==> config.mk <==
export PLATFORM = sky130hd
export DESIGN_NAME = rsp_ctrl
export DESIGN_NICKNAME = d
export VERILOG_FILES = /design/src/hw/rtl/rsp_pkg.sv /design/src/hw/rtl/rsp_ctrl.sv
export SDC_FILE = /design/constraint.sdc
export NUM_CORES = 1
export LEC_CHECK = 0
export BUFFER_PORTS_ARGS = -buffer_cell sky130_fd_sc_hd__buf_2
export CAP_MARGIN = 30
export CORE_AREA = 2 2 54 56
export DETAILED_ROUTE_END_ITERATION = 10
export DIE_AREA = 0 0 56 58
export GPL_ROUTABILITY_DRIVEN = 0
export RECOVER_POWER = 50
export SYNTH_ARGS = -nofsm -noshare
export SYNTH_HDL_FRONTEND = slang
export SYNTH_SLANG_ARGS = --single-unit
==> constraint.sdc <==
create_clock -name clk -period 1.6 [get_ports clk]
set_input_delay 0.08 -clock clk [delete_from_list [all_inputs] [get_ports clk]]
set_output_delay 0.08 -clock clk [all_outputs]
set_load 0.1 [all_outputs]
==> src/hw/rtl/rsp_pkg.sv <==
`default_nettype none
package rsp_pkg;

  typedef struct packed {
    logic signed [31:0] numerator;
    logic signed [31:0] denominator;
    logic               first;
  } in_t;

  typedef struct packed {
    logic signed [63:0] max_num;
    logic        [62:0] max_den;
    logic signed [63:0] sum_num;
    logic        [62:0] sum_den;
    logic signed [63:0] prod_num;
    logic        [62:0] prod_den;
    logic               overflow;
    logic               bad_item;
  } out_t;

  // sequencer steps, also used as the command code to the datapath
  typedef enum logic [5:0] {
    ST_IDLE, ST_LOAD, ST_IG, ST_IDN, ST_IDD, ST_MM1, ST_MM2, ST_MDEC,
    ST_PG1, ST_PG2, ST_PD1, ST_PD2, ST_PD3, ST_PD4, ST_PM1, ST_PM2,
    ST_AG, ST_AD1, ST_AD2, ST_AM1, ST_AM2, ST_AADD, ST_AR, ST_AG2,
    ST_AQ, ST_AD3, ST_AM3, ST_SPREP, ST_SG, ST_SDN, ST_SDD, ST_OUT
  } state_t;

  typedef enum logic [1:0] {
    TGT_MAX, TGT_PROD, TGT_SUM
  } tgt_t;

  typedef struct packed {
    state_t step;
    logic   accept;
    logic   start;
    logic   wb;
    tgt_t   tgt;
  } cmd_t;

  typedef struct packed {
    logic done;
    logic bad;
    logic take_max;
    logic sum_zero;
    logic out_free;
  } sts_t;

endpackage
`default_nettype wire

==> src/hw/rtl/rsp_ctrl.sv <==
`default_nettype none
module rsp_ctrl (
  input  wire logic          clk,
  input  wire logic          rst_n,
  input  wire logic          in_valid,
  input  wire rsp_pkg::sts_t sts,
  output rsp_pkg::cmd_t      cmd,
  output logic               in_stall
);

  rsp_pkg::state_t state_r, state_nxt;
  rsp_pkg::tgt_t   tgt_r, tgt_nxt;
  logic            issued_r, issued_nxt;
  logic            is_unit;

  always_comb begin
    case (state_r)
      rsp_pkg::ST_IDLE, rsp_pkg::ST_LOAD, rsp_pkg::ST_MDEC, rsp_pkg::ST_AADD,
      rsp_pkg::ST_SPREP, rsp_pkg::ST_OUT: is_unit = 1'b0;
      default:                            is_unit = 1'b1;
    endcase
  end

  // outputs
  always_comb begin
    cmd.step   = state_r;
    cmd.tgt    = tgt_r;
    cmd.accept = (state_r == rsp_pkg::ST_IDLE) && in_valid;
    cmd.start  = is_unit && !issued_r;
    case (state_r)
      rsp_pkg::ST_IDLE: cmd.wb = 1'b0;
      rsp_pkg::ST_OUT:  cmd.wb = sts.out_free;
      default:          cmd.wb = is_unit ? (issued_r && sts.done) : 1'b1;
    endcase
    in_stall = (state_r != rsp_pkg::ST_IDLE);
  end

  // next state
  always_comb begin
    state_nxt  = state_r;
    tgt_nxt    = tgt_r;
    issued_nxt = issued_r;
    if (cmd.start) begin
      issued_nxt = 1'b1;
    end else if (cmd.wb) begin
      issued_nxt = 1'b0;
    end
    case (state_r)
      rsp_pkg::ST_IDLE: if (in_valid) state_nxt = rsp_pkg::ST_LOAD;
      rsp_pkg::ST_LOAD: state_nxt = sts.bad ? rsp_pkg::ST_OUT : rsp_pkg::ST_IG;
      rsp_pkg::ST_MDEC: begin
        if (sts.take_max) begin
          state_nxt = rsp_pkg::ST_SPREP;
          tgt_nxt   = rsp_pkg::TGT_MAX;
        end else begin
          state_nxt = rsp_pkg::ST_PG1;
        end
      end
      rsp_pkg::ST_AADD: begin
        if (sts.sum_zero) begin
          state_nxt = rsp_pkg::ST_SPREP;
          tgt_nxt   = rsp_pkg::TGT_SUM;
        end else begin
          state_nxt = rsp_pkg::ST_AR;
        end
      end
      rsp_pkg::ST_SPREP: state_nxt = rsp_pkg::ST_SG;
      rsp_pkg::ST_OUT:   if (cmd.wb) state_nxt = rsp_pkg::ST_IDLE;
      default: begin
        if (cmd.wb) begin
          case (state_r)
            rsp_pkg::ST_IG:  state_nxt = rsp_pkg::ST_IDN;
            rsp_pkg::ST_IDN: state_nxt = rsp_pkg::ST_IDD;
            rsp_pkg::ST_IDD: state_nxt = rsp_pkg::ST_MM1;
            rsp_pkg::ST_MM1: state_nxt = rsp_pkg::ST_MM2;
            rsp_pkg::ST_MM2: state_nxt = rsp_pkg::ST_MDEC;
            rsp_pkg::ST_PG1: state_nxt = rsp_pkg::ST_PG2;
            rsp_pkg::ST_PG2: state_nxt = rsp_pkg::ST_PD1;
            rsp_pkg::ST_PD1: state_nxt = rsp_pkg::ST_PD2;
            rsp_pkg::ST_PD2: state_nxt = rsp_pkg::ST_PD3;
            rsp_pkg::ST_PD3: state_nxt = rsp_pkg::ST_PD4;
            rsp_pkg::ST_PD4: state_nxt = rsp_pkg::ST_PM1;
            rsp_pkg::ST_PM1: state_nxt = rsp_pkg::ST_PM2;
            rsp_pkg::ST_PM2: begin
              state_nxt = rsp_pkg::ST_SPREP;
              tgt_nxt   = rsp_pkg::TGT_PROD;
            end
            rsp_pkg::ST_AG:  state_nxt = rsp_pkg::ST_AD1;
            rsp_pkg::ST_AD1: state_nxt = rsp_pkg::ST_AD2;
            rsp_pkg::ST_AD2: state_nxt = rsp_pkg::ST_AM1;
            rsp_pkg::ST_AM1: state_nxt = rsp_pkg::ST_AM2;
            rsp_pkg::ST_AM2: state_nxt = rsp_pkg::ST_AADD;
            rsp_pkg::ST_AR:  state_nxt = rsp_pkg::ST_AG2;
            rsp_pkg::ST_AG2: state_nxt = rsp_pkg::ST_AQ;
            rsp_pkg::ST_AQ:  state_nxt = rsp_pkg::ST_AD3;
            rsp_pkg::ST_AD3: state_nxt = rsp_pkg::ST_AM3;
            rsp_pkg::ST_AM3: begin
              state_nxt = rsp_pkg::ST_SPREP;
              tgt_nxt   = rsp_pkg::TGT_SUM;
            end
            rsp_pkg::ST_SG:  state_nxt = rsp_pkg::ST_SDN;
            rsp_pkg::ST_SDN: state_nxt = rsp_pkg::ST_SDD;
            rsp_pkg::ST_SDD: begin
              case (tgt_r)
                rsp_pkg::TGT_MAX:  state_nxt = rsp_pkg::ST_PG1;
                rsp_pkg::TGT_PROD: state_nxt = rsp_pkg::ST_AG;
                default:           state_nxt = rsp_pkg::ST_OUT;
              endcase
            end
            default: state_nxt = rsp_pkg::ST_IDLE;
          endcase
        end
      end
    endcase
  end

  always_ff @(posedge clk) begin
    if (!rst_n) begin
      state_r  <= rsp_pkg::ST_IDLE;
      tgt_r    <= rsp_pkg::TGT_MAX;
      issued_r <= 1'b0;
    end else begin
      state_r  <= state_nxt;
      tgt_r    <= tgt_nxt;
      issued_r <= issued_nxt;
    end
  end

endmodule
`default_nettype wire

==> results of run 1 <==
## what timing repair did
item                                    in CTS  in global routing
pin swaps                                   13                 14
resized for setup                           22                 12
cloned                                       0                  0
endpoints found under the setup margin      11                 12
setup buffers                               10                  0
## worst max-delay path, stage by stage, from the launching register on
cell and delay (ps):
dfxtp_4 370, buf_6 130, nor4_4 310, a221oi_2 80
o32ai_4 260, buf_6 150, buf_12 160
## cells in the mapped netlist (all sizes together), types with 2 or more instances
library cell | n | area, µm²
nor4 | 3 | 25.02
nor2 | 8 | 30.03
a211oi | 2 | 15.01
nand3 | 4 | 20.02
nor2b | 5 | 31.28
o32ai | 4 | 53.81
nor3 | 2 | 10.01
inv | 7 | 26.28
a221oi | 5 | 56.31
a31oi | 5 | 31.28
mux2i | 3 | 30.03
or2 | 2 | 12.52
a21oi | 10 | 50.05
buf | 14 | 81.33
o21ai | 14 | 73.82
and4b | 2 | 20.02
and3 | 4 | 25.02
dfxtp | 8 | 160.2
o21a | 3 | 22.52
nand2 | 14 | 52.55
or3 | 2 | 12.51
clkbuf | 4 | 15.01
nor3b | 2 | 15.01
nand2b | 3 | 18.77
## logic make-up after synthesis
| family | count (synthesis) | share of synthesized area, % |
|---|---|---|
| buffers and inverters | 25 | 11.33 |
| xor gates and xnor gates | 1 | 0.8094 |
| adders and majority gates | 1 | 0.9249 |
| other | 1 | 0.3465 |
| DFF | 8 | 14.80 |
| and+or+nand+nor | 57 | 30.06 |
| AOI/OAI and AO/OA | 55 | 37.92 |
| muxes | 4 | 3.815 |
## layout make-up
type / instances / area (µm²) / share of cell area (%)
Clock buffer: 4 / 26.28 / 1.476
Multi-Input combinational cell: 119 / 958.4 / 53.83
Inverter: 7 / 26.28 / 1.476
Tap cell: 31 / 38.79 / 2.178
Timing Repair Buffer: 68 / 551.8 / 30.99
Sequential cell: 8 / 178.9 / 10.05
## metrics by stage
step | setup TNS [ps] | hold WS (ps) | instance area, µm²
2_1_floorplan | -5617 | 327.4 | 1150
3_5_place_dp | -479.7 | 406.3 | 1533
3_3_place_gp | -235.0 | 400.2 | 1533
6_report | -1001 | 131.7 | 1780
5_1_grt | -1771 | 143.3 | 1780
4_1_cts | -864.3 | 119.6 | 1725
## final timing paths
kind	end	start
max	cmd[2]	state_r[4]
min reg2reg	tgt_r[0]	tgt_r[0]
min	issued_r	rst_n
max reg2reg	state_r[4]	state_r[1]
## metal layers
metal,routed length [µm],track usage (%)
met2,2078,46.39
met1,1667,29.82
met5,0,0
met3,233,6.027
met4,131,12.24
## state kept, by name, indices dropped and copies added (netlist names)
signal and count:
state_r 5, tgt_r 2, issued_r 1
==> impl_results.md, run 1 <==
* Layout cells sized above 1 at 51.94%
* Final setup vio count at 8
* Clock root buffer: clkbuf_4
* Avg Cell Area, Syn at 7.120 µm²
* Most common cell after layout, fill and taps aside: buf_4
* Core area at 0.002663 mm²
* Port Buffers at 18
* Final min period at 1806 ps
* Num Clock Sinks at 8
* Estimated wirelength of the detail-placed design at 2.844 mm
* Fill cells at 233
* Global route overflow at 0
* DIE WIDTH at 56 µm
* Initial core utilization at 40.65%
* Final WS setup at -205.8 ps
* Worst-path clk slew at 70 ps
* #FFs+latches synth at 8
* Die area at 0.003248 mm²
* Type of the worst min-delay path: in -> reg
* Antenna violations before repair at 0
* Seq/Total Area, Yosys at 14.80%
* Warnings from Yosys at 0
* Final std cells w/o fill at 237
* Failing checks: setup timing
* RSZ-0062 raised after global routing: yes
* DIE HEIGHT at 58 µm
* CTS tree: yes
* Syn-to-layout area delta at 64.51%
* CP max FO at 6
* Tcrit/Tclk final at 112.9%
* Layout Utilization at 66.87%
* # rows at 19
* Final ANT Viol Nets at 0
* Critical path class: reg -> out
* CTS H-tree depth at 1
* Vias/cell at 6.021
* Post-synth EDFFs at 0
* Fmax at 553.8 MHz
* Ys async rst share at 0%
* Number of standard cells after synthesis at 152
* Post-Place Setup Slack at -112.8 ps
* Hold Buf Count CTS at 0
* Final hold vios at 0
* DRT Wirelength at 4.110 mm
* Slew Limit Fails at 0
* Max-cap violations at 0
* Setup crit start kind: flop
* Routed len/inst at 17.34 µm
* Req. time, crit path at 1520 ps
* CP Capture Type: primary output
* Pin count of the biggest net entering global routing at 13
* First-pass detailed-route iteration total at 4
* Worst skew pair latency at 270 ps
* Vias at 1427
* Antenna cells at 0
* Num ports at 20
* Worst reg-to-reg path cell count at 6
* Hold-critical path depth at 2
* CP arrival at 1730 ps
* Synth Cell Area at 0.001082 mm²
* R2r setup slk at -170 ps
* Rel. slew slack at 64.06%
* Clock Skew at 10.99 ps
* Distinct cells, synth at 55
* Tightest Pin Transition at 541.4 ps
* Post-Syn Nets at 160
* Status: complete, but fails checks
* Residual DRC at 0
* Commonest cells after routing, fill and taps aside: buf_4 (44), nand2_1 (12), buf_2 (11)
* First-pass GRT wire length at 6.693 mm
* GRT Total Usage at 26.14%
* Cells after DPL at 225
* Violation count after the first detailed-route iteration at 88
* CTS Buf Count at 3
* # nets final at 215
* CTS max path bufs at 2
* Main synth FF type: dfxtp_1
* Vias in the first global route at 1434
Power of run 1 is left out: the tool's default activity adds up to more than one toggle a clock period on the data nets, which glitch-free logic cannot reach.
==> inputs of run 2 (changes only) <==
--- a/config.mk
+++ b/config.mk
@@ -12,6 +12,7 @@
 export DIE_AREA = 0 0 56 58
 export GPL_ROUTABILITY_DRIVEN = 0
 export RECOVER_POWER = 50
+export SKIP_LAST_GASP = 1
 export SYNTH_ARGS = -nofsm -noshare
 export SYNTH_HDL_FRONTEND = slang
 export SYNTH_SLANG_ARGS = --single-unit
==> run 2 against run 1 <==
Net effect: highest routed layer unchanged; first-iteration DRC count shrank 26%; critical endpoint is now state_r[0]; hold slack better by 1.4 ps; the run still ends with setup timing left; maximum frequency is 0.42% higher; flip-flop and latch count unchanged; setup slack improved by 7.5 ps; critical path depth up 3; utilization is 0.80 points higher; non-clock buffer count is 2 higher; die area is the same; register-to-register slack worse by 30 ps; final cell count increased by 0.84%; largest cell class unchanged; clock-buffer cell count unchanged.
==> impl_results.md, run 2 (synthesized netlist as in run 1, its figures left out) <==
* Final ANT Viol Nets at 0 (unchanged)
* Worst reg-to-reg path cell count at 9 (was 6)
* Final setup vio count at 8 (unchanged)
* Setup crit start kind: flop (unchanged)
* CP max stage cell: dfxtp_4 (unchanged)
* Most common cell after layout, fill and taps aside: buf_4 (unchanged)
* CTS H-tree depth at 1 (unchanged)
* Vias in the first global route at 1410 (was 1434)
* Final min period at 1798 ps (was 1806 ps)
* Hold endpoint: issued_r (unchanged)
* Commonest cells after routing, fill and taps aside: buf_4 (46), nand2_1 (12), buf_2 (11) (was buf_4 (44), nand2_1 (12), buf_2 (11))
* Residual DRC at 0 (unchanged)
* DIE WIDTH at 56 µm (unchanged)
* Cells after DPL at 225 (unchanged)
* Layout cells sized above 1 at 52.88% (was 51.94%)
* Vias at 1448 (was 1427)
* DIE HEIGHT at 58 µm (unchanged)
* Initial core utilization at 40.65% (unchanged)
* Hold_sp: rst_n (unchanged)
* Syn-to-layout area delta at 66.47% (was 64.51%)
* Worst r2r src: state_r[4] (was state_r[1])
* Max incr delay on CP at 370 ps (about the same)
* Final hold vios at 0 (unchanged)
* Rel. slew slack at 64.06% (about the same)
* CTS Buf Count at 3 (unchanged)
* GRT Total Usage at 25.62% (was 26.14%)
* Number of flip-flops in the largest register at 5 (unchanged)
* Final std cells w/o fill at 239 (was 237)
* CP top delay family: buffers and inverters (unchanged)
* Violation count after the first detailed-route iteration at 65 (was 88)
* Num ports at 20 (unchanged)
* Max-cap violations at 0 (unchanged)
* Final WS setup at -198.3 ps (was -205.8 ps)
* Req. time, crit path at 1780 ps (was 1520 ps)
* # rows at 19 (unchanged)
* Tightest Pin Transition at 541.4 ps (about the same)
* Tcrit/Tclk final at 112.4% (was 112.9%)
* Reg2Reg Capture Point: state_r[0] (was state_r[4])
* Antenna violations before repair at 0 (unchanged)
* Global route overflow at 0 (unchanged)
* Routed len/inst at 17.39 µm (was 17.34 µm)
* Fmax at 556.1 MHz (was 553.8 MHz)
* Status: complete, but fails checks (unchanged)
* Antenna cells at 0 (unchanged)
* First-pass detailed-route iteration total at 4 (unchanged)
* Hold-critical path depth at 2 (unchanged)
* Clock root buffer: clkbuf_4 (unchanged)
* Clock Skew at 8.247 ps (was 10.99 ps)
* Worst skew pair latency at 270 ps (about the same)
* Biggest register: state_r (unchanged)
* DRT Wirelength at 4.156 mm (was 4.110 mm)
* Cell mode on critical path: buf_4 (was buf_6)
* Vias/cell at 6.059 (was 6.021)
* Failing checks: setup timing (unchanged)
* CTS max path bufs at 2 (unchanged)
* Sequence of cells on the critical path: buf_6 -> nor4_4 -> buf_4 -> buf_4 -> a21oi_1 -> o21ai_1 -> buf_4 -> o21ai_4 -> a221oi_2 (was buf_6 -> nor4_4 -> a221oi_2 -> o32ai_4 -> buf_6 -> buf_12)
* Top Registers: state_r: 5 flops, tgt_r: 2 flops, issued_r: 1 flops (unchanged)
* RSZ-0062 raised after global routing: yes (unchanged)
* CP Capture Type: flop (was primary output)
* Worst-path clk slew at 70 ps (about the same)
* Critical path class: reg -> reg (was reg -> out)
* Buf/Inv on CP at 4 (was 3)
* Estimated wirelength of the detail-placed design at 2.844 mm (unchanged)
* Type of the worst min-delay path: in -> reg (unchanged)
* CP arrival at 1980 ps (was 1730 ps)
* Slew Limit Fails at 0 (unchanged)
* Num Clock Sinks at 8 (unchanged)
* Port Buffers at 18 (unchanged)
* CP max FO at 6 (unchanged)
* Core area at 0.002663 mm² (unchanged)
* Die area at 0.003248 mm² (unchanged)
* First-pass GRT wire length at 6.548 mm (was 6.693 mm)
* # nets final at 217 (was 215)
* R2r setup slk at -200 ps (was -170 ps)
* CTS tree: yes (unchanged)
* Pin count of the biggest net entering global routing at 13 (unchanged)
[run 2: changes by cell type in the layout (fill, tap and decap cells not counted)]
cell | before | now
a211oi_2 | 2 | 1
nor2_1 | 7 | 6
nor2_2 | 1 | 2
o311ai_1 | 0 | 1
buf_4 | 44 | 46
inv_1 | 7 | 6
o311ai_2 | 1 | 0
a211oi_4 | 0 | 1
clkinvlp_4 | 0 | 1
[run 2: area by class of cell]
cell class,count,area [µm²]
clock buffers,4,26.28
well taps,31,38.79
inverters,7,30.03
flip-flops and latches,8,178.9
fillers,232,860.8
multi-input cells,119,960.9
repair buffers,70,566.8
[run 2: timing repair]
item,CTS,global route
setup buffers,10,2
gates resized for setup,21,15
setup endpoints to repair,11,12
pin swaps,13,13
hold buffers,0,0
[run 2: stage by stage]
| stage | TNS [ps] | utilization, % | hold WS (ps) | area, µm² | worst slack, ps |
|---|---|---|---|---|---|
| 6_report | -1159 | 67.67 | 133.1 | 1802 | -198.3 |
| 5_1_grt | -1870 | 67.67 | 154.8 | 1802 | -260.7 |
| 4_1_cts | -886.6 | 64.52 | 119.6 | 1718 | -190.0 |
| 3_5_place_dp | -479.7 | 57.57 | 406.3 | 1533 | -112.8 |
| 3_3_place_gp | -235.0 | 57.57 | 400.2 | 1533 | -56.98 |
| 2_1_floorplan | -5617 | - | 327.4 | 1150 | -844.4 |
[run 2: worst max path at each step]
stage | from | endpoint | slack, ps | depth (start not counted)
detailed placement | state_r[2] | state_r[0] | -110 | 7
floorplan | state_r[4] | state_r[3] | -840 | 6
global placement | state_r[2] | tgt_r[1] | -60 | 6
finish | state_r[4] | state_r[0] | -200 | 9
CTS | state_r[4] | cmd[2] | -190 | 6
global route | state_r[4] | state_r[0] | -260 | 9
[run 2: layer usage]
metal,up-vias,wire length (µm),global-route usage [%]
met3,19,204,5.804
met5,-,0,0
met1,679,1721,29.41
met4,0,193,11.56
li1,684,-,-
met2,66,2037,45.55
Power of run 2 is left out for the same reason.
==> inputs of run 3 (changes only) <==
--- a/config.mk
+++ b/config.mk
@@ -11,7 +11,7 @@
 export DETAILED_ROUTE_END_ITERATION = 10
 export DIE_AREA = 0 0 56 58
 export GPL_ROUTABILITY_DRIVEN = 0
-export RECOVER_POWER = 50
+export RECOVER_POWER = 100
 export SKIP_LAST_GASP = 1
 export SYNTH_ARGS = -nofsm -noshare
 export SYNTH_HDL_FRONTEND = slang
==> run 3 against run 2 <==
Net effect: the flow still finishes with violations (setup timing); clock skew barely moved; die area unchanged; hold slack got worse by 2.1 ps; clock-buffer cell count unchanged; critical path depth unchanged; flip-flop and latch count unchanged; critical path type unchanged; largest cell class unchanged.
==> impl_results.md, run 3 (synthesized netlist as in run 1, its figures left out) <==
* Layout cells sized above 1 at 52.88% (unchanged)
* CP arrival at 1980 ps (about the same)
* Tightest Pin Transition at 546.4 ps (was 541.4 ps)
* Antenna cells at 0 (unchanged)
* DIE HEIGHT at 58 µm (unchanged)
* Worst skew pair latency at 270 ps (about the same)
* Hold Slack at 131.0 ps (was 133.1 ps)
* Fill cells at 232 (unchanged)
* Antenna violations before repair at 0 (unchanged)
* CTS max path bufs at 2 (unchanged)
* Violation count after the first detailed-route iteration at 63 (was 65)
* Clock root buffer: clkbuf_4 (unchanged)
* Register area at 178.9 µm² (unchanged)
* Hold_sp: rst_n (unchanged)
* Num ports at 20 (unchanged)
* Final WS setup at -200.1 ps (was -198.3 ps)
* Residual DRC at 0 (unchanged)
* Biggest register: state_r (unchanged)
* Max incr delay on CP at 370 ps (about the same)
* First-pass detailed-route iteration total at 4 (unchanged)
* Vias in the first global route at 1410 (unchanged)
* Final min period at 1800 ps (was 1798 ps)
* Estimated wirelength of the detail-placed design at 2.844 mm (unchanged)
* Status: complete, but fails checks (unchanged)
* Worst-path clk slew at 70 ps (about the same)
* # rows at 19 (unchanged)
* First-pass GRT wire length at 6.548 mm (unchanged)
* Area of the multi-input gates at 960.9 µm² (unchanged)
* Clock Skew at 8.281 ps (was 8.247 ps)
* CTS tree: yes (unchanged)
* Max-cap violations at 0 (unchanged)
* R2r setup slk at -200 ps (about the same)
* Sequence of cells on the critical path: buf_6 -> nor4_4 -> buf_4 -> buf_4 -> a21oi_1 -> o21ai_1 -> buf_4 -> o21ai_4 -> a221oi_2 (unchanged)
* # nets final at 217 (unchanged)
* Core area at 0.002663 mm² (unchanged)
* Syn-to-layout area delta at 66.47% (unchanged)
* Routed len/inst at 17.46 µm (was 17.39 µm)
* Global route overflow at 0 (unchanged)
* Setup crit start kind: flop (unchanged)
* Worst r2r src: state_r[4] (unchanged)
* DIE WIDTH at 56 µm (unchanged)
* CP max stage cell: dfxtp_4 (unchanged)
* Failing checks: setup timing (unchanged)
* Hold-critical path depth at 2 (unchanged)
* GRT Total Usage at 25.62% (unchanged)
* Critical path class: reg -> reg (unchanged)
* Fmax at 555.5 MHz (was 556.1 MHz)
* Pin count of the biggest net entering global routing at 13 (unchanged)
* Most common cell after layout, fill and taps aside: buf_4 (unchanged)
* Rel. slew slack at 63.73% (was 64.06%)
* RSZ-0062 raised after global routing: yes (unchanged)
* DRT Wirelength at 4.172 mm (was 4.156 mm)
* Final ANT Viol Nets at 0 (unchanged)
* Vias at 1456 (was 1448)
* Reg2Reg Capture Point: state_r[0] (unchanged)
* CTS H-tree depth at 1 (unchanged)
* Req. time, crit path at 1780 ps (about the same)
* Commonest cells after routing, fill and taps aside: buf_4 (46), nand2_1 (12), o21ai_0 (10) (was buf_4 (46), nand2_1 (12), buf_2 (11))
* Number of flip-flops in the largest register at 5 (unchanged)
* Num Clock Sinks at 8 (unchanged)
* Vias/cell at 6.092 (was 6.059)
* Top Registers: state_r: 5 flops, tgt_r: 2 flops, issued_r: 1 flops (unchanged)
* CP max FO at 6 (unchanged)
* Tcrit/Tclk final at 112.5% (was 112.4%)
* CTS Buf Count at 3 (unchanged)
* Worst reg-to-reg path cell count at 9 (unchanged)
* Hold endpoint: issued_r (unchanged)
* Initial core utilization at 40.65% (unchanged)
* Cell mode on critical path: buf_4 (unchanged)
* Final setup vio count at 8 (unchanged)
* Port Buffers at 18 (unchanged)
* Slew Limit Fails at 0 (unchanged)
* Die area at 0.003248 mm² (unchanged)
* CP Capture Type: flop (unchanged)
* Type of the worst min-delay path: in -> reg (unchanged)
* Final hold vios at 0 (unchanged)
-- run 3: worst max-delay path by stage --
| stage | from | end | slack (ps) | cells after the start |
|---|---|---|---|---|
| after floorplan | state_r[4] | state_r[3] | -840 | 6 |
| after global placement | state_r[2] | tgt_r[1] | -60 | 6 |
| after detailed placement | state_r[2] | state_r[0] | -110 | 7 |
| after CTS | state_r[4] | cmd[2] | -190 | 6 |
| after global routing | state_r[4] | state_r[0] | -260 | 9 |
| final | state_r[4] | state_r[0] | -200 | 9 |
-- run 3: timing repair --
item	4_1_cts	5_1_grt
hold buffers	0	0
resized for setup	21	15
endpoints found under the setup margin	11	12
setup buffers	10	2
pin swaps	13	13
-- run 3: worst max-delay path, delay by kind of cell (launching register included) --
| family | cells | cell delay, ps |
|---|---|---|
| buffers and inverters | 4 | 570 |
| AOI/OAI and AO/OA | 4 | 470 |
| DFF | 1 | 370 |
| and+or+nand+nor | 1 | 300 |
-- run 3: cell type report --
cell class | count | share of cell area, %
Timing Repair Buffer | 70 | 31.46
Multi-Input combinational cell | 119 | 53.33
Inverter | 7 | 1.667
Tap cell | 31 | 2.153
Sequential cell | 8 | 9.931
Clock buffer | 4 | 1.458
-- run 3: per-stage QoR --
stage	cells	area (µm²)	setup TNS, ps	setup WS (ps)	utilization (%)
after floorplan	152	1150	-5617	-844.4	-
after global placement	225	1533	-235.0	-56.98	57.57
after detailed placement	225	1533	-479.7	-112.8	57.57
after CTS	239	1718	-886.6	-190.0	64.52
after global routing	239	1802	-1870	-260.7	67.67
final	239	1802	-1168	-200.1	67.67
-- run 3: metal layers --
metal / up-vias / wire length, µm / part of all wire [%] / track usage, %
met2: 69 / 2040 / 49 / 45.55
met3: 23 / 218 / 5.2 / 5.804
met4: 0 / 208 / 5.0 / 11.56
met5: - / 0 / 0 / 0
li1: 685 / - / - / -
met1: 679 / 1705 / 41 / 29.41
Power of run 3 is left out for the same reason.
